--- src/rtl/pvd_pkg.sv ---
// ----------------------------------------------------------------------------
// pvd_pkg
// Shared types, constants and the value finishing function for the prefix
// varint decoder.
// ----------------------------------------------------------------------------
package pvd_pkg;

    // head byte boundaries of the encoding forms
    localparam logic [7:0] HEAD_MAX_DIRECT = 8'd240;
    localparam logic [7:0] HEAD_TWO_LO     = 8'd241;
    localparam logic [7:0] HEAD_TWO_HI     = 8'd248;
    localparam logic [7:0] HEAD_THREE      = 8'd249;
    localparam logic [7:0] HEAD_LONG_BIAS  = 8'd247;

    // offsets added for the two and three byte forms
    localparam logic [16:0] OFFSET_TWO   = 17'd240;
    localparam logic [16:0] OFFSET_THREE = 17'd2288;

    localparam int unsigned QUEUE_DEPTH = 2;

    // one classified byte, passed from front to back through the queue
    typedef struct packed {
        logic [7:0] data;      // the byte itself
        logic       is_head;   // first byte of a value
        logic       is_final;  // completes the value
        logic       is_abort;  // buffer ended before the value completed
        logic       func;      // zigzag mode, meaningful on a head byte
    } t_q_entry;

    // trailing byte count implied by a head byte
    function automatic logic [3:0] trail_count(input logic [7:0] head);
        logic [7:0] diff;
        diff = head - HEAD_LONG_BIAS;
        if (head <= HEAD_MAX_DIRECT) begin
            trail_count = 4'd0;
        end else if (head <= HEAD_TWO_HI) begin
            trail_count = 4'd1;
        end else if (head == HEAD_THREE) begin
            trail_count = 4'd2;
        end else begin
            trail_count = diff[3:0];
        end
    endfunction

    // final value from head and collected trailing bytes, zigzag if asked
    function automatic logic [63:0] finish_value(input logic [7:0]  head,
                                                 input logic [63:0] acc,
                                                 input logic        zz);
        logic [63:0] n;
        logic [7:0]  hi;
        logic [16:0] small_sum;
        hi        = head - HEAD_TWO_LO;
        small_sum = 17'd0;
        if (head <= HEAD_MAX_DIRECT) begin
            n = {56'd0, head};
        end else if (head <= HEAD_TWO_HI) begin
            small_sum = OFFSET_TWO + {6'd0, hi[2:0], acc[7:0]};
            n = {47'd0, small_sum};
        end else if (head == HEAD_THREE) begin
            small_sum = OFFSET_THREE + {1'b0, acc[15:0]};
            n = {47'd0, small_sum};
        end else begin
            n = acc;
        end
        if (zz) begin
            finish_value = {1'b0, n[63:1]} ^ {64{n[0]}};
        end else begin
            finish_value = n;
        end
    endfunction

endpackage

--- src/rtl/prefix_varint_decoder.sv ---
// Path: a completing byte passes the two entry queue, then the output register.
// Throughput: one byte per cycle unless output stalls; the front counts trailing
// bytes, the back shifts one byte into the accumulator per cycle, queue between.
// Reset: synchronous, active low; clears the byte count, queue and output valid.
// ----------------------------------------------------------------------------
// prefix_varint_decoder
// Decodes a byte stream of prefix varints, optionally zigzag signed, into
// one 64-bit result per value, with a short-buffer status.
// ----------------------------------------------------------------------------
module prefix_varint_decoder (
    input  logic        i_clk,
    input  logic        i_rst_n,
    input  logic        i_s_tvalid,
    output logic        o_s_tready,
    input  logic [7:0]  i_s_tdata,   // [7:0] data_byte
    input  logic        i_s_tlast,   // end_of_data
    input  logic        i_s_tuser,   // [0] func
    output logic        o_m_tvalid,
    input  logic        i_m_tready,
    output logic [71:0] o_m_tdata,   // [63:0] value, [67:64] length, [71:68] zero
    output logic        o_m_tuser    // [0] status
);
    import pvd_pkg::*;

    logic     w_push;
    logic     w_q_ready;
    t_q_entry w_push_entry;
    logic     w_q_valid;
    logic     w_pop;
    t_q_entry w_pop_entry;

    // classification
    pvd_front u_front (
        .i_clk      (i_clk),
        .i_rst_n    (i_rst_n),
        .i_s_tvalid (i_s_tvalid),
        .o_s_tready (o_s_tready),
        .i_s_tdata  (i_s_tdata),
        .i_s_tlast  (i_s_tlast),
        .i_s_tuser  (i_s_tuser),
        .i_q_ready  (w_q_ready),
        .o_q_valid  (w_push),
        .o_q_entry  (w_push_entry)
    );

    // decoupling queue
    pvd_queue u_queue (
        .i_clk   (i_clk),
        .i_rst_n (i_rst_n),
        .i_push  (w_push),
        .i_entry (w_push_entry),
        .o_ready (w_q_ready),
        .i_pop   (w_pop),
        .o_valid (w_q_valid),
        .o_entry (w_pop_entry)
    );

    // accumulation and result
    pvd_back u_back (
        .i_clk      (i_clk),
        .i_rst_n    (i_rst_n),
        .i_q_valid  (w_q_valid),
        .i_q_entry  (w_pop_entry),
        .o_q_pop    (w_pop),
        .o_m_tvalid (o_m_tvalid),
        .i_m_tready (i_m_tready),
        .o_m_tdata  (o_m_tdata),
        .o_m_tuser  (o_m_tuser)
    );

endmodule

--- src/rtl/pvd_front.sv ---
// ----------------------------------------------------------------------------
// pvd_front
// Accepts stream bytes and classifies each as head, trailing, final or
// aborted by tracking the trailing bytes still expected.
// ----------------------------------------------------------------------------
module pvd_front (
    input  logic              i_clk,
    input  logic              i_rst_n,
    input  logic              i_s_tvalid,
    output logic              o_s_tready,
    input  logic [7:0]        i_s_tdata,   // [7:0] data_byte
    input  logic              i_s_tlast,
    input  logic              i_s_tuser,   // [0] func
    input  logic              i_q_ready,
    output logic              o_q_valid,
    output pvd_pkg::t_q_entry o_q_entry
);
    import pvd_pkg::*;

    logic [3:0] r_remaining;
    logic [3:0] n_remaining;
    logic [3:0] w_rem_after;
    logic       w_head;
    logic       w_final;
    logic       w_abort;

    // classify the incoming byte
    always_comb begin
        w_head      = (r_remaining == 4'd0);
        w_rem_after = w_head ? trail_count(i_s_tdata) : (r_remaining - 4'd1);
        w_final     = (w_rem_after == 4'd0);
        w_abort     = !w_final && i_s_tlast;
        n_remaining = (w_final || w_abort) ? 4'd0 : w_rem_after;
    end

    assign o_s_tready = i_q_ready;
    assign o_q_valid  = i_s_tvalid;

    always_comb begin
        o_q_entry.data     = i_s_tdata;
        o_q_entry.is_head  = w_head;
        o_q_entry.is_final = w_final;
        o_q_entry.is_abort = w_abort;
        o_q_entry.func     = i_s_tuser;
    end

    // remaining count advances on each transfer
    always_ff @(posedge i_clk) begin
        if (!i_rst_n) begin
            r_remaining <= 4'd0;
        end else if (i_s_tvalid && i_q_ready) begin
            r_remaining <= n_remaining;
        end
    end

endmodule

--- src/rtl/pvd_queue.sv ---
// ----------------------------------------------------------------------------
// pvd_queue
// Two entry queue of classified bytes between front and back.
// ----------------------------------------------------------------------------
module pvd_queue (
    input  logic              i_clk,
    input  logic              i_rst_n,
    input  logic              i_push,
    input  pvd_pkg::t_q_entry i_entry,
    output logic              o_ready,
    input  logic              i_pop,
    output logic              o_valid,
    output pvd_pkg::t_q_entry o_entry
);
    import pvd_pkg::*;

    t_q_entry   r_mem [QUEUE_DEPTH];
    logic       r_wr_ptr;
    logic       r_rd_ptr;
    logic [1:0] r_count;
    logic       w_push;
    logic       w_pop;

    assign o_ready = (r_count != 2'(QUEUE_DEPTH));
    assign o_valid = (r_count != 2'd0);
    assign o_entry = r_mem[r_rd_ptr];
    assign w_push  = i_push && o_ready;
    assign w_pop   = i_pop && o_valid;

    // storage, no reset needed
    always_ff @(posedge i_clk) begin
        if (w_push) begin
            r_mem[r_wr_ptr] <= i_entry;
        end
    end

    // pointers and fill level
    always_ff @(posedge i_clk) begin
        if (!i_rst_n) begin
            r_wr_ptr <= 1'b0;
            r_rd_ptr <= 1'b0;
            r_count  <= 2'd0;
        end else begin
            if (w_push) begin
                r_wr_ptr <= ~r_wr_ptr;
            end
            if (w_pop) begin
                r_rd_ptr <= ~r_rd_ptr;
            end
            case ({w_push, w_pop})
                2'b10:   r_count <= r_count + 2'd1;
                2'b01:   r_count <= r_count - 2'd1;
                default: r_count <= r_count;
            endcase
        end
    end

endmodule

--- src/rtl/pvd_back.sv ---
// ----------------------------------------------------------------------------
// pvd_back
// Collects trailing bytes into the accumulator, finishes each value and
// holds the result in an output register.
// ----------------------------------------------------------------------------
module pvd_back (
    input  logic              i_clk,
    input  logic              i_rst_n,
    input  logic              i_q_valid,
    input  pvd_pkg::t_q_entry i_q_entry,
    output logic              o_q_pop,
    output logic              o_m_tvalid,
    input  logic              i_m_tready,
    output logic [71:0]       o_m_tdata,   // [63:0] value, [67:64] length, [71:68] zero
    output logic              o_m_tuser    // [0] status
);
    import pvd_pkg::*;

    logic [7:0]  r_head;
    logic [63:0] r_acc;
    logic        r_signed;
    logic [3:0]  r_taken;
    logic        r_out_valid;
    logic [63:0] r_out_value;
    logic [3:0]  r_out_length;
    logic        r_out_status;

    logic [7:0]  w_head;
    logic [63:0] w_acc;
    logic        w_signed;
    logic [3:0]  w_taken;
    logic        w_emit;

    // state after taking the byte at the queue head
    always_comb begin
        if (i_q_entry.is_head) begin
            w_head   = i_q_entry.data;
            w_acc    = 64'd0;
            w_signed = i_q_entry.func;
            w_taken  = 4'd1;
        end else begin
            w_head   = r_head;
            w_acc    = {r_acc[55:0], i_q_entry.data};
            w_signed = r_signed;
            w_taken  = r_taken + 4'd1;
        end
    end

    assign o_q_pop = i_q_valid && (!r_out_valid || i_m_tready);
    assign w_emit  = o_q_pop && (i_q_entry.is_final || i_q_entry.is_abort);

    // value state
    always_ff @(posedge i_clk) begin
        if (o_q_pop) begin
            r_head   <= w_head;
            r_acc    <= w_acc;
            r_signed <= w_signed;
            r_taken  <= w_taken;
        end
    end

    // result payload
    always_ff @(posedge i_clk) begin
        if (w_emit) begin
            r_out_length <= w_taken;
            r_out_status <= !i_q_entry.is_final;
            r_out_value  <= i_q_entry.is_final ? finish_value(w_head, w_acc, w_signed)
                                               : 64'd0;
        end
    end

    // output valid
    always_ff @(posedge i_clk) begin
        if (!i_rst_n) begin
            r_out_valid <= 1'b0;
        end else if (w_emit) begin
            r_out_valid <= 1'b1;
        end else if (i_m_tready) begin
            r_out_valid <= 1'b0;
        end
    end

    assign o_m_tvalid = r_out_valid;
    assign o_m_tdata  = {4'd0, r_out_length, r_out_value};
    assign o_m_tuser  = r_out_status;

endmodule

--- config.mk ---
export PLATFORM = sky130hd
export DESIGN_NAME = prefix_varint_decoder
export DESIGN_NICKNAME = d
export VERILOG_FILES = /design/src/rtl/pvd_pkg.sv /design/src/rtl/prefix_varint_decoder.sv /design/src/rtl/pvd_front.sv /design/src/rtl/pvd_queue.sv /design/src/rtl/pvd_back.sv
export SDC_FILE = /design/constraint.sdc
export NUM_CORES = 1
export LEC_CHECK = 0
export ABC_CLOCK_PERIOD_IN_PS = 4100
export BUFFER_PORTS_ARGS = -buffer_cell sky130_fd_sc_hd__buf_2
export CAP_MARGIN = 25
export CORE_UTILIZATION = 30
export CTS_CLUSTER_SIZE = 16
export DETAILED_ROUTE_END_ITERATION = 10
export GPL_TIMING_DRIVEN = 0
export SYNTH_ARGS = -nofsm -noshare
export SYNTH_HDL_FRONTEND = slang
export SYNTH_HIERARCHICAL = 1
export SYNTH_SLANG_ARGS = --single-unit
--- constraint.sdc ---
create_clock -name i_clk -period 4.1 [get_ports i_clk]
set_input_delay 0.205 -clock i_clk [delete_from_list [all_inputs] [get_ports i_clk]]
set_output_delay 0.205 -clock i_clk [all_outputs]
set_load 0.005 [all_outputs]
==> reports/qor.yml, run 1 <==
cells_and_area:
  syn_to_final_growth_pct: 17.6
  fin_nets: 919
  mostFrequentLayoutCells: "edfxtp_1, buf_2, nor2_1, nand2_1, inv_1"
  drive_gt1_frac: 0.209
  diodes: 0
  final_util: 0.360
  final_common_cell: "edfxtp_1"
  fin_cells: 1292
  seq_area_um2: 5060
  multi_input_area_um2: 3210
  fillers: 2855
place:
  dpl.hpwl_um: 14400
  place_ws_ns: -0.257
  dp.cells: 1259
  place_congestion: 0.877
  io_buffers: 83
synthesis:
  yosysWarnings: 6
  syn_avg_cell_area_um2: 11.2
  ys_types: 76
  seq_area_frac_synth: 0.575
  synthCells: 788
  syn_area_um2: 8810
  synth_edf_count: 162
  ys_ff_latch: 172
  ys.flop_type: "edfxtp_1"
  synth-async-reset-ratio: 0
sta:
  finalSetupViolations: 0
  layout_setup_ws_ns: 0.188
  fin_skew_ns: 0.00975
  rsz0062_at_grt: "false"
  tightest_slew_ns: 0.963
  finalCriticalPeriod_ns: 3.91
  drv_slew: 0
  maxSlewHeadroom: 0.352
  final-hold-violation-count: 0
  max_freq_mhz: 256
  fin_crit_sh: 0.954
detailed_routing:
  via_count: 6339
  antenna_left: 0
  wl_per_cell_um: 15.8
  firstDrtPassIters: 9
  drc: 0
  vias_per_cell: 4.91
  drt_wl_total_um: 20500
  drt_iter0_drc: 577
power_and_ir_drop:
  power_density_nw_per_um2: 685
  peakVddDrop_mv: 0.437
  leakage_nw: 4.01
  p_total_mw: 7.09
cts:
  htreeDepth: 4
  clkLatencyLatePin_ns: 0.43
  cts_tree: "yes"
  cts_buffers: 17
  clock_sinks: 172
  root_buffer: "clkbuf_16"
  clk_pin_slew_ns: 0.07
  cts_max_path_buffers: 2
floorplan:
  chipHeight_um: 173
  core_um2: 28800
  start_util: 0.306
  die_w_um: 173
  num_io_pins: 89
  std_cell_rows: 62
  dieArea_um2: 30000
grt:
  grtUsageTotal: 0.136
  grt_start_max_net_pins: 70
  antenna_found_initial: 0
  grt_pass1_wl_um: 32100
  globalRoute.totalOverflow: 0
  grt_pass1_vias: 5995
setup_path:
  path_cells: "clkbuf_4 > mux2_2 > buf_4 > mux2i_2 > inv_1 > ha_1 > and2_1 > a211oi_4 > buf_12 > mux2_2 > a21boi_1 > o221ai_1"
  max_stage_delay_ns: 0.40
  cpMaxStageDelayCell: "mux2_2"
  critPathKind: "register to register"
  cp_max_fo: 10
  crit_family: "multiplexers"
  cpMostUsedCell: "mux2_2"
  worst-path-buf-inv: 4
  worst_setup_path_start_kind: "register"
  cp-end-kind: "register"
  cp.required_ns: 4.24
  cp.arrival_ns: 4.05
hold_path:
  min_from: "i_s_tdata[7]"
  hp-class: "input port to register"
status:
  status: "complete, no violations"
run:
  cap_violations: 0
==> layer usage <==
layer  vias to the layer above  global-route usage  wire [um]
met4                         0              0.0369        226
met5                         -                   0          0
li1                       3086                   -          -
met1                      3021               0.195       9930
met3                        24              0.0305       1210
met2                       208               0.206       9100
==> logic make-up (layout without fill, tap and decap cells) <==
kind of cell    count (synthesis)  in the layout  share of synthesized area
buf+inv                       121            238                     0.0631
mux                            25             25                     0.0315
flops                         172            172                      0.575
simple gates                  261            261                      0.154
xor+xnor                       21             21                     0.0209
compound gates                176            176                      0.139
other cells                     1              4                   0.000426
fa+ha+maj                      11             11                     0.0153
==> state kept, by name (all words and copies together), names as in the netlist, 2 cells and up, named ones only <==
register and flops:
u_back/r_taken 4, u_queue/r_mem 24, u_back/r_out_length 4, u_back/r_acc 56
u_back/r_out_value 64, u_front/r_remaining 4, u_queue/r_count 2, u_back/r_head 8
==> repair_timing <==
item / 4_1_cts / 5_1_grt
hold endpoints to repair: 2 / 0
pin swaps: 0 / 2
setup buffers: 0 / 1
endpoints found under the setup margin: 45 / 37
hold buffers: 1 / 0
gates resized for setup: 2 / 6
==> layout make-up <==
type,count,share of cell area
flip-flops and latches,172,0.489
multi-input cells,498,0.310
well taps,384,0.0464
repair buffers,86,0.0457
clock buffers,19,0.0418
plain buffers,61,0.0324
inverters,59,0.0216
clock inverters,13,0.0127
==> report_power, final <==
part	internal, mW	total, mW	switching, mW
clock	0.855	1.57	0.718
combinational	0.841	2.34	1.50
sequential	2.91	3.18	0.262
==> per-stage QoR <==
step	instance area [um2]	hold WS [ns]	setup TNS, ns
detailed placement	9750	0.416	-5.66
floorplan	8820	0.327	0
CTS	10300	0.0489	0
global route	10400	0.0580	0
global placement	9710	0.411	-58.17
finish	10400	0.0713	0
==> cell usage after synthesis, types with 5 or more instances <==
master    number  share of area
a21boi_0       6         0.0051
a21oi_1       25          0.014
a22oi_1       40          0.034
and2_1         5         0.0036
and3_1         6         0.0043
buf_2         12         0.0068
buf_4         21          0.018
clkbuf_1      27          0.012
dfxtp_1       10          0.023
edfxtp_1     162           0.55
ha_1          10          0.014
inv_1         57          0.024
mux2_2        18          0.023
mux2i_1        6         0.0068
nand2_1       62          0.026
nand2b_1      49          0.035
nand3_1       11         0.0063
nand4_1       11         0.0078
nor2_1        65          0.028
nor2b_1       19          0.013
nor3_1         9         0.0051
o21ai_0       13         0.0074
o21ai_1        8         0.0045
o221ai_1       9         0.0090
o22ai_1       37          0.026
xnor2_1       18          0.018
==> final timing paths <==
check / cells past startpoint / slack [ns] / to
worst max-delay path: 12 / 0.19 / u_back/r_out_value[4]$_SDFFCE_PN0P_
worst min-delay path: 2 / 0.07 / u_queue/r_mem[0][11]$_DFFE_PP_
worst max register to register: 12 / 0.19 / u_back/r_out_value[4]$_SDFFCE_PN0P_
worst min register to register: 2 / 0.51 / u_front/r_remaining[1]$_SDFFE_PN0P_
No activity file was read; power rests on OpenSTA's default activity.
==> run 2: changes to the inputs <==
--- a/config.mk
+++ b/config.mk
@@ -5,13 +5,14 @@
 export SDC_FILE = /design/constraint.sdc
 export NUM_CORES = 1
 export LEC_CHECK = 0
-export ABC_CLOCK_PERIOD_IN_PS = 4100
+export ABC_CLOCK_PERIOD_IN_PS = 3400
 export BUFFER_PORTS_ARGS = -buffer_cell sky130_fd_sc_hd__buf_2
 export CAP_MARGIN = 25
 export CORE_UTILIZATION = 30
 export CTS_CLUSTER_SIZE = 16
 export DETAILED_ROUTE_END_ITERATION = 10
 export GPL_TIMING_DRIVEN = 0
+export SKIP_CTS_REPAIR_TIMING = 1
 export SYNTH_ARGS = -nofsm -noshare
 export SYNTH_HDL_FRONTEND = slang
 export SYNTH_HIERARCHICAL = 1
==> constraint.sdc (replaced) <==
create_clock -name i_clk -period 3.4 [get_ports i_clk]
set_input_delay 0.17 -clock i_clk [delete_from_list [all_inputs] [get_ports i_clk]]
set_output_delay 0.17 -clock i_clk [all_outputs]
set_load 0.005 [all_outputs]
==> reports/qor.yml, run 2 (synthesis results as in run 1) <==
cells_and_area:
  drive_gt1_frac: 0.251  # was 0.209
  mostFrequentLayoutCells: "edfxtp_1, buf_2, nor2_1, nand2_1, inv_1"  # unchanged
  diodes: 0  # unchanged
  multi_input_area_um2: 3380  # was 3210 um2
  fillers: 2813  # was 2855
  final_common_cell: "edfxtp_1"  # unchanged
  final_area_um2: 10700  # was 10400 um2
  largest_register_ffs: 64  # unchanged
  reg_top3: "u_back/r_out_value (64), u_back/r_acc (56), u_queue/r_mem (24)"  # unchanged
  regMostFlops: "u_back/r_out_value"  # unchanged
  fin_nets: 940  # was 919
  seq_area_um2: 5070  # was 5060 um2
  syn_to_final_growth_pct: 21.7  # was 17.6%
setup_path:
  reg2regPathDepth: 14  # was 12
  crit_family: "multiplexers"  # unchanged
  path_cells: "buf_8 > mux2_4 > buf_8 > buf_8 > buf_8 > mux2i_4 > ha_4 > nand4_1 > nor4b_4 > xnor2_1 > mux2_4 > o32ai_4 > a211oi_2 > a221o_1"  # was clkbuf_4 > mux2_2 > buf_4 > mux2i_2 > inv_1 > ha_1 > and2_1 > a211oi_4 > buf_12 > mux2_2 > a21boi_1 > o221ai_1
  cp.arrival_ns: 3.58  # was 4.05 ns
  reg2reg_slack_ns: -0.003  # was 0.19 ns
  cpMaxStageDelayCell: "dfxtp_4"  # was mux2_2
  cp-end-kind: "register"  # unchanged
  max_stage_delay_ns: 0.36  # was 0.40 ns
  cpMostUsedCell: "buf_8"  # was mux2_2
  critPathKind: "register to register"  # unchanged
  worst-path-buf-inv: 4  # unchanged
  timing.rr.end: "u_back/r_out_value[8]$_SDFFCE_PN0P_"  # was u_back/r_out_value[4]$_SDFFCE_PN0P_
  cp.required_ns: 3.57  # was 4.24 ns
  worst_setup_path_start_kind: "register"  # unchanged
  cp_max_fo: 8  # was 10
detailed_routing:
  vias_per_cell: 4.88  # was 4.91
  via_count: 6402  # was 6339
  wl_per_cell_um: 16.1  # was 15.8 um
  firstDrtPassIters: 6  # was 9
  drc: 0  # unchanged
  drt_wl_total_um: 21100  # was 20500 um
  drt_iter0_drc: 618  # was 577
  antenna_left: 0  # unchanged
sta:
  layout_setup_ws_ns: -0.00254  # was 0.188 ns
  max_freq_mhz: 294  # was 256 MHz
  finalCriticalPeriod_ns: 3.40  # was 3.91 ns
  drv_slew: 0  # unchanged
  rsz0062_at_grt: "true"  # was false
  maxSlewHeadroom: 0.505  # was 0.352
  tightest_slew_ns: 0.742  # was 0.963 ns
  hold_ws_ns: 0.0314  # was 0.0713 ns
  finalSetupViolations: 1  # was 0
  final-hold-violation-count: 0  # unchanged
  fin_crit_sh: 1.00  # was 0.954
  fin_skew_ns: 0.0133  # was 0.00975 ns
floorplan:
  dieArea_um2: 30000  # unchanged
  start_util: 0.306  # unchanged
  num_io_pins: 89  # unchanged
  chipHeight_um: 173  # unchanged
  core_um2: 28800  # unchanged
  die_w_um: 173  # unchanged
  std_cell_rows: 62  # unchanged
hold_path:
  hold_end: "u_queue/r_mem[1][9]$_DFFE_PP_"  # was u_queue/r_mem[0][11]$_DFFE_PP_
  hp-class: "input port to register"  # unchanged
  min_from: "i_s_tdata[5]"  # was i_s_tdata[7]
  holdPathStages: 2  # unchanged
status:
  violations: "setup timing"
  status: "finished, violations left"  # was complete, no violations
cts:
  cts_max_path_buffers: 2  # unchanged
  cts_tree: "yes"  # unchanged
  clkLatencyLatePin_ns: 0.43  # about the same
  clk_pin_slew_ns: 0.07  # about the same
  cts_buffers: 17  # unchanged
  clock_sinks: 172  # unchanged
  htreeDepth: 4  # unchanged
  root_buffer: "clkbuf_16"  # unchanged
grt:
  grt_pass1_wl_um: 32300  # was 32100 um
  globalRoute.totalOverflow: 0  # unchanged
  antenna_found_initial: 0  # unchanged
  grt_pass1_vias: 5946  # was 5995
  grt_start_max_net_pins: 70  # unchanged
  grtUsageTotal: 0.138  # was 0.136
run:
  cap_violations: 0  # unchanged
place:
  io_buffers: 83  # unchanged
  dpl-instance-area_um2: 9770  # was 9750 um2
  dpl.hpwl_um: 14700  # was 14400 um
  place_congestion: 0.886  # was 0.877
power_and_ir_drop:
  leakage_nw: 4.16  # was 4.01 nW
  power_density_nw_per_um2: 817  # was 685 nW/um2
  peakVddDrop_mv: 0.452  # was 0.437 mV
[run 2: cell count changes in the layout (fill, tap and decap cells not counted), moves of 3 or more]
cell      delta
buf_6        +4
a22oi_1      -5
buf_8        +4
inv_8        -3
buf_4       +18
a22oi_2      +5
clkbuf_1     -5
buf_2        -5
[run 2: report_power, final]
| group | internal, mW | switching [mW] |
|---|---|---|
| Clock | 0.934 | 0.833 |
| Combinational | 1.23 | 1.93 |
| Sequential | 3.51 | 0.323 |
| Total | 5.67 | 3.08 |
[run 2: metal layers]
metal	vias up	GRT usage	part of all wire
met2	205	0.210	0.45
met4	0	0.0424	0.012
li1	3118	-	-
met5	-	0	0
met1	3059	0.196	0.48
met3	20	0.0281	0.052
[run 2: area by class of cell]
cell class                      instances  area share
Inverter                               59      0.0210
Clock inverter                         12     0.00829
Buffer                                 60      0.0362
Multi-Input combinational cell        498       0.315
Sequential cell                       172       0.473
Clock buffer                           18      0.0401
Timing Repair inverter                  1    0.000467
Tap cell                              384      0.0448
Timing Repair Buffer                  107      0.0607
[run 2: how the worst max path moves through the flow]
stage | slack [ns] | to | cells after the start | from
after floorplan | 0.000006 | u_back/r_out_value[8]$_SDFFCE_PN0P_ | 14 | register
final | -0.003 | u_back/r_out_value[8]$_SDFFCE_PN0P_ | 14 | register
after detailed placement | -0.96 | u_back/r_out_value[46]$_SDFFCE_PN0P_ | 15 | register
after CTS | -1.00 | u_back/r_out_value[46]$_SDFFCE_PN0P_ | 15 | register
after global routing | -0.12 | u_back/r_out_value[8]$_SDFFCE_PN0P_ | 14 | register
after global placement | -1.00 | u_back/r_out_value[4]$_SDFFCE_PN0P_ | 11 | register
[run 2: metrics by stage]
step | util | power (mW) | worst slack (ns) | cells | TNS, ns
final | 0.372 | 8.75 | -0.00254 | 1311 | -0.00254
after global routing | 0.372 | 9.24 | -0.120 | 1311 | -0.705
after CTS | 0.357 | 8.50 | -1.00 | 1290 | -51.92
after detailed placement | 0.339 | 6.71 | -0.964 | 1260 | -48.47
after global placement | 0.338 | 6.64 | -1.00 | 1258 | -94.11
after floorplan | - | 5.55 | 0.00000577 | 791 | 0
